<file path="src/key_matrix_change_detector_unit_assert.svh">
// Assertion macros used by the key matrix change detector sequencer kmcd_scan.
// Each macro expects i_clk and i_rst_n in the scope where it is used.
`ifndef KEY_MATRIX_CHANGE_DETECTOR_UNIT_ASSERT_SVH
`define KEY_MATRIX_CHANGE_DETECTOR_UNIT_ASSERT_SVH

// Same-cycle implication, checked only outside reset.
`define KMCD_ASSERT_NOW(label, pre, post, msg) \
    label: assert property (@(posedge i_clk) disable iff (!i_rst_n) (pre) |-> (post)) \
        else $error(msg);

// Next-cycle implication, checked only outside reset.
`define KMCD_ASSERT_NEXT(label, pre, post, msg) \
    label: assert property (@(posedge i_clk) disable iff (!i_rst_n) (pre) |=> (post)) \
        else $error(msg);

`endif

</file>
<file path="src/kmcd_pkg.sv">
package kmcd_pkg;

    // Default geometry of the key matrix.
    localparam int ROW_COUNT_DEF    = 10;
    localparam int COLUMN_COUNT_DEF = 7;

    // Fixed field widths.
    localparam int ROW_W      = 4;
    localparam int COL_IDX_W  = 3;
    localparam int BYTE_W     = 8;
    localparam int CODE_W     = 7;
    localparam int KIND_W     = 2;

    // Saved pattern of a row that was never scanned: no key down.
    localparam logic [BYTE_W-1:0] SAVED_RESET = 8'hFF;

    // Input operation codes.
    localparam logic OP_SCAN  = 1'b0;
    localparam logic OP_QUERY = 1'b1;

    // Register indexes on the configuration port.
    localparam logic REG_PRESS_ON   = 1'b0;
    localparam logic REG_RELEASE_ON = 1'b1;

    typedef enum logic [KIND_W-1:0] {
        KIND_PRESS   = 2'd0,
        KIND_RELEASE = 2'd1,
        KIND_QUERY   = 2'd2
    } t_kind;

    typedef enum logic [1:0] {
        ST_IDLE,
        ST_LOOK,
        ST_EMIT
    } t_state;

    // Event enables from the configuration registers.
    typedef struct packed {
        logic press_on;
        logic release_on;
    } t_cfg;

    // Request from the sequencer to the row memory.
    typedef struct packed {
        logic              rd_en;
        logic [ROW_W-1:0]  rd_row;
        logic              wr_en;
        logic [ROW_W-1:0]  wr_row;
        logic [BYTE_W-1:0] wr_data;
    } t_mem_req;

endpackage

</file>
<file path="src/kmcd_ram.sv">
module kmcd_ram #(
    parameter int WIDTH = 8,
    parameter int DEPTH = 16
) (
    input  logic                                  i_clk,
    input  logic                                  i_we,
    input  logic [(DEPTH > 1 ? $clog2(DEPTH) : 1)-1:0] i_waddr,
    input  logic [WIDTH-1:0]                      i_wdata,
    input  logic                                  i_re,
    input  logic [(DEPTH > 1 ? $clog2(DEPTH) : 1)-1:0] i_raddr,
    output logic [WIDTH-1:0]                      o_rdata
);

    logic [WIDTH-1:0] r_mem [DEPTH];
    logic [WIDTH-1:0] r_rdata;

    // One write port and one registered read port.
    always_ff @(posedge i_clk) begin
        if (i_we) begin
            r_mem[i_waddr] <= i_wdata;
        end
        if (i_re) begin
            r_rdata <= r_mem[i_raddr];
        end
    end

    assign o_rdata = r_rdata;

endmodule

</file>
<file path="src/kmcd_scan.sv">
`include "key_matrix_change_detector_unit_assert.svh"

module kmcd_scan #(
    parameter int ROW_COUNT    = kmcd_pkg::ROW_COUNT_DEF,
    parameter int COLUMN_COUNT = kmcd_pkg::COLUMN_COUNT_DEF
) (
    input  logic                            i_clk,
    input  logic                            i_rst_n,
    input  kmcd_pkg::t_cfg                  i_cfg,
    // Input word.
    input  logic                            i_in_valid,
    output logic                            o_in_ready,
    input  logic                            i_op,
    input  logic [kmcd_pkg::ROW_W-1:0]      i_row,
    input  logic [kmcd_pkg::BYTE_W-1:0]     i_cols,
    input  logic [kmcd_pkg::CODE_W-1:0]     i_code,
    // Row memory.
    output kmcd_pkg::t_mem_req              o_mem,
    input  logic [kmcd_pkg::BYTE_W-1:0]     i_mem_rdata,
    // Result word.
    output logic                            o_out_valid,
    input  logic                            i_out_ready,
    output kmcd_pkg::t_kind                 o_kind,
    output logic [kmcd_pkg::CODE_W-1:0]     o_code,
    output logic                            o_down,
    output logic                            o_last
);

    localparam int AW = (ROW_COUNT > 1) ? $clog2(ROW_COUNT) : 1;
    localparam logic [kmcd_pkg::ROW_W:0] ROW_LIMIT = (kmcd_pkg::ROW_W + 1)'(ROW_COUNT);

    kmcd_pkg::t_state r_state, n_state;

    logic                          r_op;
    logic [kmcd_pkg::ROW_W-1:0]    r_row;
    logic [kmcd_pkg::BYTE_W-1:0]   r_cols;
    logic [kmcd_pkg::CODE_W-1:0]   r_code;
    logic                          r_in_range;
    logic                          r_down, n_down;
    logic [COLUMN_COUNT-1:0]       r_pend, n_pend;
    logic [ROW_COUNT-1:0]          r_valid, n_valid;

    logic                          r_out_valid, n_out_valid;
    kmcd_pkg::t_kind               r_out_kind, n_out_kind;
    logic [kmcd_pkg::CODE_W-1:0]   r_out_code, n_out_code;
    logic                          r_out_down, n_out_down;
    logic                          r_out_last, n_out_last;

    logic                          w_accept;
    logic [kmcd_pkg::ROW_W-1:0]    w_acc_row;
    logic                          w_acc_range;
    logic [kmcd_pkg::BYTE_W-1:0]   w_saved;
    logic [COLUMN_COUNT-1:0]       w_events;
    logic [COLUMN_COUNT-1:0]       w_low_oh;
    logic [COLUMN_COUNT-1:0]       w_rest;
    logic [kmcd_pkg::COL_IDX_W-1:0] w_col;
    logic                          w_out_free;
    logic                          w_load;

    // Accept a word only between items; the row memory is read right away for an in-range row.
    assign o_in_ready  = (r_state == kmcd_pkg::ST_IDLE);
    assign w_accept    = i_in_valid && o_in_ready;
    assign w_acc_row   = (i_op == kmcd_pkg::OP_QUERY) ? i_code[kmcd_pkg::ROW_W-1:0] : i_row;
    assign w_acc_range = ({1'b0, w_acc_row} < ROW_LIMIT);

    // Memory requests: read on accept, write the new byte back during the compare.
    always_comb begin
        o_mem.rd_en   = w_accept && w_acc_range;
        o_mem.rd_row  = w_acc_row;
        o_mem.wr_en   = (r_state == kmcd_pkg::ST_LOOK) && (r_op == kmcd_pkg::OP_SCAN)
                        && r_in_range;
        o_mem.wr_row  = r_row;
        o_mem.wr_data = r_cols;
    end

    // A row never written reads as all keys up.
    assign w_saved = r_valid[r_row[AW-1:0]] ? i_mem_rdata : kmcd_pkg::SAVED_RESET;

    // Changed columns whose event kind is enabled.
    always_comb begin
        for (int c = 0; c < COLUMN_COUNT; c++) begin
            w_events[c] = (r_cols[c] ^ w_saved[c])
                          && (r_cols[c] ? i_cfg.release_on : i_cfg.press_on);
        end
    end

    // Lowest pending column and what remains after it.
    assign w_low_oh = r_pend & (~r_pend + COLUMN_COUNT'(1));
    assign w_rest   = r_pend & ~w_low_oh;

    always_comb begin
        w_col = '0;
        for (int c = 0; c < COLUMN_COUNT; c++) begin
            if (w_low_oh[c]) begin
                w_col = w_col | kmcd_pkg::COL_IDX_W'(c);
            end
        end
    end

    assign w_out_free = !r_out_valid || i_out_ready;
    assign w_load     = (r_state == kmcd_pkg::ST_EMIT) && w_out_free;

    // Next state.
    always_comb begin
        n_state = r_state;
        unique case (r_state)
            kmcd_pkg::ST_IDLE: begin
                if (w_accept) begin
                    n_state = kmcd_pkg::ST_LOOK;
                end
            end
            kmcd_pkg::ST_LOOK: begin
                if (r_op == kmcd_pkg::OP_QUERY) begin
                    n_state = kmcd_pkg::ST_EMIT;
                end else if (r_in_range && (w_events != '0)) begin
                    n_state = kmcd_pkg::ST_EMIT;
                end else begin
                    n_state = kmcd_pkg::ST_IDLE;
                end
            end
            kmcd_pkg::ST_EMIT: begin
                if (w_out_free && ((r_op == kmcd_pkg::OP_QUERY) || (w_rest == '0))) begin
                    n_state = kmcd_pkg::ST_IDLE;
                end
            end
            default: n_state = kmcd_pkg::ST_IDLE;
        endcase
    end

    // Pending events, query answer, valid bits and the result register.
    always_comb begin
        n_pend      = r_pend;
        n_down      = r_down;
        n_valid     = r_valid;
        n_out_valid = r_out_valid && !i_out_ready;
        n_out_kind  = r_out_kind;
        n_out_code  = r_out_code;
        n_out_down  = r_out_down;
        n_out_last  = r_out_last;

        if (r_state == kmcd_pkg::ST_LOOK) begin
            n_pend = r_in_range ? w_events : '0;
            n_down = r_in_range && !w_saved[r_code[kmcd_pkg::CODE_W-1:kmcd_pkg::ROW_W]];
        end

        if (o_mem.wr_en) begin
            n_valid[r_row[AW-1:0]] = 1'b1;
        end

        if (w_load) begin
            n_out_valid = 1'b1;
            if (r_op == kmcd_pkg::OP_QUERY) begin
                n_out_kind = kmcd_pkg::KIND_QUERY;
                n_out_code = r_code;
                n_out_down = r_down;
                n_out_last = 1'b1;
            end else begin
                n_out_kind = r_cols[w_col] ? kmcd_pkg::KIND_RELEASE : kmcd_pkg::KIND_PRESS;
                n_out_code = {w_col, r_row};
                n_out_down = 1'b0;
                n_out_last = (w_rest == '0);
                n_pend     = w_rest;
            end
        end
    end

    // Control registers.
    always_ff @(posedge i_clk) begin
        if (!i_rst_n) begin
            r_state     <= kmcd_pkg::ST_IDLE;
            r_valid     <= '0;
            r_out_valid <= 1'b0;
            r_pend      <= '0;
        end else begin
            r_state     <= n_state;
            r_valid     <= n_valid;
            r_out_valid <= n_out_valid;
            r_pend      <= n_pend;
        end
    end

    // Payload registers; the row kept is the one the memory was read at.
    always_ff @(posedge i_clk) begin
        if (w_accept) begin
            r_op       <= i_op;
            r_row      <= w_acc_row;
            r_cols     <= i_cols;
            r_code     <= i_code;
            r_in_range <= w_acc_range;
        end
        r_down     <= n_down;
        r_out_kind <= n_out_kind;
        r_out_code <= n_out_code;
        r_out_down <= n_out_down;
        r_out_last <= n_out_last;
    end

    assign o_out_valid = r_out_valid;
    assign o_kind      = r_out_kind;
    assign o_code      = r_out_code;
    assign o_down      = r_out_down;
    assign o_last      = r_out_last;

    // A query answers with exactly one word, which therefore closes the item.
    `KMCD_ASSERT_NOW(a_query_last, r_out_valid && (r_out_kind == kmcd_pkg::KIND_QUERY), r_out_last, "query answer without last")
    // The row memory is only written back by an in-range scan after its read.
    `KMCD_ASSERT_NOW(a_write_scan, o_mem.wr_en, (r_state == kmcd_pkg::ST_LOOK) && (r_op == kmcd_pkg::OP_SCAN) && r_in_range, "row write outside scan compare")
    // Loading the final event of a scan leaves nothing pending.
    `KMCD_ASSERT_NEXT(a_last_drains, w_load && (r_op == kmcd_pkg::OP_SCAN) && (w_rest == '0), (r_pend == '0) && (r_state == kmcd_pkg::ST_IDLE), "events left after last")
    // No read of the row memory while an item is still being worked on.
    `KMCD_ASSERT_NOW(a_read_idle, o_mem.rd_en, r_state == kmcd_pkg::ST_IDLE, "row read during an item")

endmodule

</file>
<file path="src/key_matrix_change_detector_unit.sv">
// Key matrix change detector. The block keeps the last sampled, active-low
// column byte of every matrix row in a small row memory. A scan word (tuser 0)
// is compared with its row's saved byte, and one press or release word is sent
// per enabled change in the low COLUMN_COUNT columns, lowest column first, the
// final one with tlast; the byte is stored back at the compare. A query word
// (tuser 1) gets a single answer telling whether the addressed key is down.
// Rows at or beyond ROW_COUNT are ignored by scans and read as up by queries.
// A word is taken, the row memory is read, then each result is loaded into the
// output register, which an output stall holds. No new word is taken until
// the item is done. The row memory is read once per in-range item and written
// back once per in-range scan. Event enables are to be written over the
// register port only while the block is idle; the block does not enforce it.
module key_matrix_change_detector_unit #(
    parameter int ROW_COUNT    = kmcd_pkg::ROW_COUNT_DEF,
    parameter int COLUMN_COUNT = kmcd_pkg::COLUMN_COUNT_DEF
) (
    input  logic        i_clk,
    input  logic        i_rst_n,
    // Register port.
    input  logic        psel,
    input  logic        penable,
    input  logic        pwrite,
    input  logic [2:0]  paddr,
    input  logic [31:0] pwdata,
    output logic [31:0] prdata,
    output logic        pready,
    // Input stream.
    input  logic        s_axis_tvalid,
    output logic        s_axis_tready,
    input  logic [23:0] s_axis_tdata,   // row_index[3:0], column_bits[11:4], query_code[18:12]
    input  logic [0:0]  s_axis_tuser,   // op[0]
    // Result stream.
    output logic        m_axis_tvalid,
    input  logic        m_axis_tready,
    output logic [7:0]  m_axis_tdata,   // key_code[6:0], key_is_down[7]
    output logic [1:0]  m_axis_tuser,   // kind[1:0]
    output logic        m_axis_tlast
);

    localparam int AW = (ROW_COUNT > 1) ? $clog2(ROW_COUNT) : 1;

    logic               r_press_on;
    logic               r_release_on;
    logic               w_cfg_write;
    kmcd_pkg::t_cfg     w_cfg;
    kmcd_pkg::t_mem_req w_mem;
    logic [kmcd_pkg::BYTE_W-1:0] w_mem_rdata;
    kmcd_pkg::t_kind    w_kind;
    logic [kmcd_pkg::CODE_W-1:0] w_code;
    logic               w_down;

    // Register port: writes complete in the access cycle, never stalled.
    assign pready      = 1'b1;
    assign w_cfg_write = psel && penable && pwrite && pready;

    always_ff @(posedge i_clk) begin
        if (!i_rst_n) begin
            r_press_on   <= 1'b0;
            r_release_on <= 1'b0;
        end else if (w_cfg_write) begin
            if (paddr[2] == kmcd_pkg::REG_PRESS_ON) begin
                r_press_on <= pwdata[0];
            end else begin
                r_release_on <= pwdata[0];
            end
        end
    end

    assign prdata = {31'd0, (paddr[2] == kmcd_pkg::REG_RELEASE_ON) ? r_release_on : r_press_on};

    assign w_cfg.press_on   = r_press_on;
    assign w_cfg.release_on = r_release_on;

    // Sequencer: compare, write back, emit.
    kmcd_scan #(
        .ROW_COUNT    (ROW_COUNT),
        .COLUMN_COUNT (COLUMN_COUNT)
    ) u_scan (
        .i_clk       (i_clk),
        .i_rst_n     (i_rst_n),
        .i_cfg       (w_cfg),
        .i_in_valid  (s_axis_tvalid),
        .o_in_ready  (s_axis_tready),
        .i_op        (s_axis_tuser[0]),
        .i_row       (s_axis_tdata[3:0]),
        .i_cols      (s_axis_tdata[11:4]),
        .i_code      (s_axis_tdata[18:12]),
        .o_mem       (w_mem),
        .i_mem_rdata (w_mem_rdata),
        .o_out_valid (m_axis_tvalid),
        .i_out_ready (m_axis_tready),
        .o_kind      (w_kind),
        .o_code      (w_code),
        .o_down      (w_down),
        .o_last      (m_axis_tlast)
    );

    // Saved column bytes, one entry per row.
    kmcd_ram #(
        .WIDTH (kmcd_pkg::BYTE_W),
        .DEPTH (ROW_COUNT)
    ) u_rows (
        .i_clk   (i_clk),
        .i_we    (w_mem.wr_en),
        .i_waddr (w_mem.wr_row[AW-1:0]),
        .i_wdata (w_mem.wr_data),
        .i_re    (w_mem.rd_en),
        .i_raddr (w_mem.rd_row[AW-1:0]),
        .o_rdata (w_mem_rdata)
    );

    assign m_axis_tdata = {w_down, w_code};
    assign m_axis_tuser = w_kind;

endmodule
</file>
<file path="config.mk">
export PLATFORM = sky130hd
export DESIGN_NAME = key_matrix_change_detector_unit
export DESIGN_NICKNAME = d
export VERILOG_FILES = /design/src/kmcd_pkg.sv /design/src/kmcd_ram.sv /design/src/kmcd_scan.sv /design/src/key_matrix_change_detector_unit.sv
export VERILOG_INCLUDE_DIRS = /design/src /design/src/src
export SDC_FILE = /design/constraint.sdc
export NUM_CORES = 1
export LEC_CHECK = 0
export ABC_AREA = 1
export BUFFER_PORTS_ARGS = -buffer_cell sky130_fd_sc_hd__buf_2
export CAP_MARGIN = 20
export CORE_MARGIN = 2
export CORE_UTILIZATION = 56
export DETAILED_ROUTE_END_ITERATION = 10
export PLACE_DENSITY = 0.83
export REMOVE_ABC_BUFFERS = 1
export SYNTH_ARGS = -nofsm -noshare
export SYNTH_HDL_FRONTEND = slang
export SYNTH_SLANG_ARGS = --single-unit
</file>
<file path="constraint.sdc">
create_clock -name i_clk -period 2.3 [get_ports i_clk]
set_input_delay 0.575 -clock i_clk [delete_from_list [all_inputs] [get_ports i_clk]]
set_output_delay 0.575 -clock i_clk [all_outputs]
set_load 0.05 [all_outputs]
</file>
==> results.yml, run 1 <==
global_routing:
  grt_overflow: 0
  grt_pass1_wl_um: 22700
  grt_use_total_pct: 23.9
  antenna_found_initial: 0
  grt_pass1_vias: 4605
  grt_max_degree: 42
clock_tree:
  root_buffer: "clkbuf_16"
  cts.clk_slew.worst_paths_ns: 0.06
  cts_tree: "yes"
  post_cts_buffers: 0
  clock_latency_ns: 0.41
  clk_path_buf_depth: 2
  cts_sinks: 143
  htreeDepth: 4
  cts_buffers: 17
routing:
  wl_per_cell_um: 17.2
  drt_wl_total_um: 14000
  drt_pass1_iterations: 6
  drcViolationCount: 0
  drt_iter0_markers: 426
  vias: 4630
  antenna_left: 0
  via_per_inst: 5.69
synthesis:
  yosys_warnings: 0
  synth_area_leaders: "edfxtp_1, dfxtp_1, nand2_1"
  synthFlopType: "edfxtp_1"
  syn_area_um2: 6360
  yosys.area.top_type_share_pct: 57.1
  async_flop_share_pct: 0
  synth_edf_count: 121
  syn_inst: 601
  ys_ff_latch: 143
  syn-mean-instance-area_um2: 10.6
  yosys.area.top_type: "edfxtp_1"
  yosysSeqAreaShare_pct: 64.1
  ys_types: 39
floorplanning:
  die_x_um: 111
  pin_count: 113
  initial_core_util_pct: 57.9
  die_h_um: 111
  row_count: 38
  core_area_um2: 11000
  die-area_um2: 12200
hold_path:
  hold_class: "input port to flop"
place:
  hpwl_um: 9060
  io_buffer_count: 42
  gp_congestion: 0.922
  placed_area_um2: 6620
finish:
  n_fill_cell: 758
  fin_nets: 728
  post-route-util_pct: 66.1
  drive_above_1_share_pct: 17.8
  antennaDiodeCount: 0
  design_area_um2: 7260
  final_common_cell: "edfxtp_1"
  final_cell_mix: "edfxtp_1, nand2_1, nor2_1"
  syn2layout_area_growth_pct: 14.2
worst_setup_path:
  slowest_stage: "edfxtp_1"
  cp_num_buf_inv: 1
  crit_chain: "inv_4 > nand2_1 > nand2_1 > nand2_1 > nand2_1 > nand2_1 > nand3_2 > nand2_1 > nand2_1 > nand2_1 > nand2_1 > nor2_1 > nand2_1 > nand2_1 > a21oi_2"
  crit_family: "simple AND/OR/NAND/NOR gates"
  worst-setup-path-type: "flop to flop"
  cpMostUsedCell: "nand2_1"
  arrival_ns: 2.41
  cp-start-kind: "flop"
  critical_path.max_fanout: 15
  critPathCaptureType: "flop"
  critPathMaxStageDelay_ns: 0.56
  required_ns: 2.60
sta:
  skew_ns: 0.00555
  fmax_mhz: 474
  slew_violations: 0
  hold_viol_final: 0
  relSlewSlack_pct: 52.3
  setup_viol: 0
  fin_tns_setup_ns: 0
  rsz0062_at_grt: "no"
  period_minus_slack_ns: 2.11
  worst_slew_pin_slew_ns: 0.714
  fin_crit_sh_pct: 91.7
  whs_ns: 0.331
power_and_ir_drop:
  leakagePower_nw: 2.84
  ir_drop_mv: 0.954
  powerDensity_nw_per_um2: 880
  power_mw: 6.39
job:
  drv_cap: 0
run_status:
  status: "complete, no violations"
==> power breakdown <==
part / internal (mW) / switching [mW] / leakage [nW] / total, mW
registers: 2.88 / 0.0595 / 1.28 / 2.94
clock network: 1.83 / 1.09 / 0.309 / 2.92
logic: 0.130 / 0.396 / 1.25 / 0.526
==> worst register-to-register path, cell delays in order (launching register included) <==
cell,delay [ns]
edfxtp_1,0.56
inv_4,0.11
nand2_1,0.08
nand2_1,0.05
nand2_1,0.05
nand2_1,0.06
nand2_1,0.07
nand3_2,0.27
nand2_1,0.21
nand2_1,0.06
nand2_1,0.09
nand2_1,0.06
nor2_1,0.10
nand2_1,0.06
nand2_1,0.09
a21oi_2,0.06
==> state kept, by name, indices dropped and copies added (netlist names), 2 cells and up <==
signal          flops
u_rows.o_rdata      8
u_rows.r_mem       80
u_scan.o_code       7
u_scan.o_kind       2
u_scan.r_code       7
u_scan.r_cols       8
u_scan.r_pend       7
u_scan.r_row        4
u_scan.r_state      2
u_scan.r_valid     10
==> layout make-up <==
type	instances	area (um^2)	area share, %
Tap cell	140	175	2.41
Sequential cell	143	4070	56.1
Inverter	56	218	3.00
Multi-Input combinational cell	380	1780	24.5
Timing Repair Buffer	63	380	5.24
Clock buffer	17	425	5.86
Clock inverter	15	208	2.86
==> metrics by stage <==
stage / std cells / setup WS, ns
2_1_floorplan: 579 / 0.170
3_3_place_gp: 782 / 0.0249
3_5_place_dp: 782 / -0.0443
4_1_cts: 814 / 0.207
5_1_grt: 814 / 0.00512
6_report: 814 / 0.191
==> timing repair <==
action / in CTS / in global routing
endpoints found under the setup margin: 0 / 24
resized for setup: 0 / 2
hold buffers: 0 / 0
==> worst paths after layout <==
check               startpoint                 to  slack, ns  depth (start not counted)
max            u_scan.r_row[0]  u_scan.r_state[1]       0.19                         15
min            s_axis_tdata[7]   u_scan.r_cols[3]       0.33                          1
max reg2reg    u_scan.r_row[0]  u_scan.r_state[1]       0.19                         15
min reg2reg  u_scan.r_valid[9]  u_scan.r_valid[9]       0.47                          2
==> synth_stat cells, types with 2 or more instances <==
cell	count
edfxtp_1	121
nand2_1	100
nor2_1	88
inv_1	50
o21ai_0	44
buf_4	35
o21ai_1	24
nand3_1	23
dfxtp_1	22
a21oi_1	11
o211ai_1	9
o221ai_1	8
o22ai_1	8
o21ai_2	6
buf_6	5
clkbuf_1	5
a31oi_1	4
buf_2	4
inv_2	4
nor3_1	3
or2_2	3
clkbuf_8	2
conb_1	2
nand4_1	2
nor2_2	2
o21a_1	2
or2_4	2
==> cells by family after synthesis <==
family / synth area share, %
AO/OA/AOI/OAI: 11.4
flip-flops: 64.1
buffers and inverters: 9.80
other: 0.118
AND/OR/NAND/NOR: 14.6
==> layer usage <==
layer	global-route usage (%)	part of all wire (%)	vias to the layer above
met4	10.9	3.1	0
li1	-	-	2119
met3	5.27	9.5	40
met2	40.0	50	292
met1	29.9	38	2179
met5	0	0	-
Note: power is estimated with default switching activity, not from simulation.
==> inputs of run 2 (changes only) <==
--- a/config.mk
+++ b/config.mk
@@ -7,12 +7,12 @@
 export NUM_CORES = 1
 export LEC_CHECK = 0
 export ABC_AREA = 1
-export BUFFER_PORTS_ARGS = -buffer_cell sky130_fd_sc_hd__buf_2
 export CAP_MARGIN = 20
 export CORE_MARGIN = 2
-export CORE_UTILIZATION = 56
+export CORE_UTILIZATION = 63
 export DETAILED_ROUTE_END_ITERATION = 10
-export PLACE_DENSITY = 0.83
+export DONT_BUFFER_PORTS = 1
+export PLACE_DENSITY = 0.82
 export REMOVE_ABC_BUFFERS = 1
 export SYNTH_ARGS = -nofsm -noshare
 export SYNTH_HDL_FRONTEND = slang
==> results.yml, run 2 (synthesized netlist as in run 1, its figures left out) <==
clock_tree:
  htreeDepth: 4
  root_buffer: "clkbuf_8"
  cts.clk_slew.worst_paths_ns: 0.07
  cts_sinks: 143
  cts_buffers: 17
  clk_path_buf_depth: 2
  cts_tree: "yes"
  clock_latency_ns: 0.54
worst_setup_path:
  critPathCaptureType: "output port"
  required_ns: 1.73
  critical_path.max_fanout: 9
  worst-setup-path-type: "flop to output port"
  cp-start-kind: "flop"
  arrival_ns: 1.54
place:
  gp_congestion: 0.928
  hpwl_um: 8710
  post-place-ws_ns: 0.0937
  dp.cells: 732
  io_buffer_count: 0
  placed_area_um2: 6380
routing:
  vias: 4477
  wl_per_cell_um: 18.3
  drt_iter0_markers: 487
  antenna_left: 0
  drcViolationCount: 0
  drt_wl_total_um: 14000
  drt_pass1_iterations: 6
  via_per_inst: 5.85
sta:
  worst_slew_pin_slew_ns: 0.712
  fmax_mhz: 472
  hold_viol_final: 0
  setup_viol: 0
  fin_tns_setup_ns: 0
  fin_crit_sh_pct: 92.1
  finalWorstSetupSlack_ns: 0.181
  relSlewSlack_pct: 52.5
  slew_violations: 0
  skew_ns: 0.0125
  period_minus_slack_ns: 2.12
finish:
  finalNonFillerCells: 765
  design_area_um2: 6960
  fin_nets: 686
  largest_reg_flops: 80
  drive_above_1_share_pct: 11.4
  largest-register: "u_rows.r_mem"
  syn2layout_area_growth_pct: 9.38
  final_cell_mix: "edfxtp_1, nand2_1, nor2_1"
  antennaDiodeCount: 0
  n_fill_cell: 660
  final_common_cell: "edfxtp_1"
  top_regs: "u_rows.r_mem x80, u_scan.r_valid x10"
power_and_ir_drop:
  power_mw: 6.03
  ir_drop_mv: 0.669
  powerDensity_nw_per_um2: 867
  leakagePower_nw: 2.63
job:
  drv_cap: 0
floorplanning:
  core_area_um2: 9770
  die-area_um2: 10900
  die_h_um: 104
  pin_count: 113
  row_count: 36
  initial_core_util_pct: 65.1
  die_x_um: 104
global_routing:
  antenna_found_initial: 0
  grt_pass1_wl_um: 22000
  grt_use_total_pct: 27.0
  grt_max_degree: 42
  grt_overflow: 0
  grt_pass1_vias: 4425
run_status:
  status: "complete, no violations"
hold_path:
  hold_class: "input port to flop"
## run 2: worst paths after layout
kind	depth (start not counted)	slack, ns	to	startpoint
setup reg to reg	15	0.21	u_scan.r_state[1]	u_scan.r_row[0]
hold reg to reg	2	0.47	u_scan.r_valid[0]	u_scan.r_valid[0]
hold / removal	0	0.13	u_scan.r_code[2]	s_axis_tdata[14]
setup / recovery	2	0.18	prdata[0]	r_release_on
## run 2: report_power, final
group,leakage [nW],switching [mW],internal [mW],total [mW]
Clock,0.266,1.05,1.55,2.60
Sequential,1.28,0.0747,2.88,2.96
Combinational,1.08,0.369,0.106,0.475
## run 2: critical path, stage by stage (launching register included)
cell,delay (ns)
dfxtp_1,0.52
nand2_1,0.11
nand2_1,0.38
## run 2: per-stage QoR
step / hold slack [ns] / utilization, %
2_1_floorplan: 0.440 / -
3_3_place_gp: 0.453 / 65.3
3_5_place_dp: 0.464 / 65.3
4_1_cts: 0.112 / 71.0
5_1_grt: 0.104 / 71.2
6_report: 0.129 / 71.2
## run 2: layer usage
metal  share of wire, %  GRT usage (%)  vias up
li1                   -              -     2032
met1                 38           32.1     2123
met2                 50           44.2      270
met3                8.3           8.33       52
met4                2.9           14.0        0
met5                  0              0        -
## run 2: cell type report
cell class | count | area (um^2) | share of cell area (%)
Sequential cell | 143 | 4070 | 58.6
Multi-Input combinational cell | 380 | 1780 | 25.6
Clock buffer | 20 | 425 | 6.12
Inverter | 56 | 218 | 3.13
Tap cell | 133 | 166 | 2.39
Timing Repair Buffer | 21 | 158 | 2.27
Clock inverter | 12 | 135 | 1.94
## run 2: timing repair
item | 4_1_cts | 5_1_grt
endpoints found under the setup margin | 0 | 10
resized for setup | 0 | 1
hold buffers | 0 | 0
buffers inserted | 0 | 1
==> inputs of run 3 (changes only) <==
--- a/config.mk
+++ b/config.mk
@@ -7,13 +7,14 @@
 export NUM_CORES = 1
 export LEC_CHECK = 0
 export ABC_AREA = 1
+export BUFFER_PORTS_ARGS = -buffer_cell sky130_fd_sc_hd__buf_2
 export CAP_MARGIN = 20
 export CORE_MARGIN = 2
-export CORE_UTILIZATION = 63
+export CORE_UTILIZATION = 56
 export DETAILED_ROUTE_END_ITERATION = 10
-export DONT_BUFFER_PORTS = 1
-export PLACE_DENSITY = 0.82
+export PLACE_DENSITY = 0.83
 export REMOVE_ABC_BUFFERS = 1
+export SETUP_SLACK_MARGIN = 0.4
 export SYNTH_ARGS = -nofsm -noshare
 export SYNTH_HDL_FRONTEND = slang
 export SYNTH_SLANG_ARGS = --single-unit
==> results.yml, run 3 (synthesized netlist as in run 1, its figures left out) <==
clock_tree:
  ctsHoldBuffers: 0
  cts.clk_slew.worst_paths_ns: 0.06
  clock_latency_ns: 0.42
  htreeDepth: 4
  cts_buffers: 17
  cts_tree: "yes"
  cts_sinks: 143
  root_buffer: "clkbuf_16"
  clk_path_buf_depth: 2
power_and_ir_drop:
  power_switching_mw: 1.60
  clkPwrFrac_pct: 45.6
  powerDensity_nw_per_um2: 854
  p_sw_share_pct: 24.7
  power_mw: 6.46
  ir_drop_mv: 0.956
  p_comb_share_pct: 8.8
  power.share.sequential_pct: 45.6
  p_int_mw: 4.86
  leakagePower_nw: 2.98
run_status:
  status: "complete, no violations"
global_routing:
  grt_pass1_wl_um: 22900
  grt_max_degree: 42
  antenna_found_initial: 0
  grt_use_total_pct: 24.3
  grt_pass1_vias: 4648
  grt_overflow: 0
routing:
  vias: 4921
  route.met3.wl_um: 1700
  dr_wl_met2_um: 7800
  wirelength_met1_um: 5520
  wl_per_cell_um: 19.0
  drt_iter0_markers: 541
  via_per_inst: 5.94
  drcViolationCount: 0
  top_layer_used: "met4"
  drt_wl_total_um: 15700
  antenna_left: 0
  drt_pass1_iterations: 5
sta:
  slew_violations: 0
  relSlewSlack_pct: 63.0
  fmax_mhz: 484
  skew_ns: 0.00628
  period_minus_slack_ns: 2.06
  worst_slew_pin_slew_ns: 0.555
  fin_crit_sh_pct: 89.8
  rsz0062_at_grt: "yes"
  setup_viol: 0
  hold_viol_final: 0
  fin_tns_setup_ns: 0
floorplanning:
  row_count: 38
  core_area_um2: 11000
  die_h_um: 111
  die-area_um2: 12200
  pin_count: 113
  initial_core_util_pct: 57.9
  die_x_um: 111
finish:
  final_common_cell: "edfxtp_1"
  multiInputGateArea_um2: 1940
  largest_reg_flops: 80
  n_fill_cell: 699
  syn2layout_area_growth_pct: 18.9
  fin_nets: 743
  ff_latch_area_um2: 4080
  largest-register: "u_rows.r_mem"
  design_area_um2: 7560
  drive_above_1_share_pct: 25.0
  antennaDiodeCount: 0
  finalNonFillerCells: 829
  top_regs: "u_rows.r_mem x80, u_scan.r_valid x10"
  final_cell_mix: "edfxtp_1, nor2_1, nand2_1"
  post-route-util_pct: 68.8
worst_setup_path:
  required_ns: 2.60
  r2r_start: "u_scan.r_row[0]"
  r2r_setup_slack_ns: 0.24
  rr_worst_depth: 15
  cp-start-kind: "flop"
  worst-setup-path-type: "flop to flop"
  critical_path.max_fanout: 8
  crit-reg2reg-capture: "u_scan.r_state[1]"
  critPathCaptureType: "flop"
  arrival_ns: 2.36
hold_path:
  hold_class: "input port to flop"
  min_delay_worst_endpoint: "u_scan.r_cols[3]"
  hold_start: "s_axis_tdata[7]"
  worstHoldPathCells: 1
place:
  gp_congestion: 0.922
  dp.cells: 782
  io_buffer_count: 42
  hpwl_um: 9060
  placed_area_um2: 6620
job:
  drv_cap: 0
## run 3: final cells by class
| type | instances | area share [%] |
|---|---|---|
| Clock buffer | 17 | 5.63 |
| Tap cell | 140 | 2.32 |
| Multi-Input combinational cell | 381 | 25.7 |
| Clock inverter | 15 | 2.75 |
| Sequential cell | 143 | 53.9 |
| Inverter | 56 | 2.91 |
| Timing Repair Buffer | 77 | 6.77 |
## run 3: worst max path at each step
| stage | depth (start not counted) | from | slack, ns | end |
|---|---|---|---|---|
| floorplan | 7 | s_axis_tdata[0] | 0.17 | u_rows.o_rdata[1] |
| global placement | 8 | s_axis_tuser | 0.02 | u_rows.o_rdata[7] |
| detailed placement | 9 | s_axis_tuser | -0.04 | u_rows.o_rdata[0] |
| CTS | 15 | u_scan.r_row[0] | 0.35 | u_scan.r_state[1] |
| global route | 15 | u_scan.r_row[0] | 0.13 | u_scan.r_state[1] |
| finish | 15 | u_scan.r_row[0] | 0.24 | u_scan.r_state[1] |
## run 3: what timing repair did
action / in CTS / in global routing
resized for setup: 7 / 55
endpoints found under the setup margin: 67 / 70
gates cloned: 0 / 2
setup buffers: 2 / 11
pin swaps: 0 / 21
## run 3: per-layer routing
layer / up-vias / global-route usage [%]
met5: - / 0
met2: 378 / 40.4
met1: 2318 / 30.2
met4: 0 / 11.5
met3: 67 / 5.71
li1: 2158 / -
## run 3: power by group through the flow
stage	logic [mW]	registers [mW]	clock network, mW
2_1_floorplan	0.341	2.99	0
4_1_cts	0.527	2.94	2.94
3_5_place_dp	0.512	2.99	0
5_1_grt	0.610	2.95	3.05
3_3_place_gp	0.494	2.99	0
6_report	0.571	2.94	2.94
## run 3: stage by stage
stage	setup slack [ns]	hold WS (ns)
floorplan	0.170	0.440
global route	0.134	0.323
CTS	0.347	0.323
global placement	0.0249	0.454
detailed placement	-0.0443	0.457
finish	0.236	0.330
## run 3: worst max-delay path, cell delays in order (launching register included)
cell	delay (ns)
edfxtp_1	0.54
buf_6	0.19
nand2_2	0.05
nand2_1	0.05
nand2_1	0.05
nand2_1	0.07
nand2_2	0.13
nand3_4	0.20
nand2_4	0.14
nand2_2	0.05
nand2_2	0.07
nand2_1	0.06
nor2_1	0.12
nand2_1	0.08
nand2_2	0.07
a21oi_2	0.06
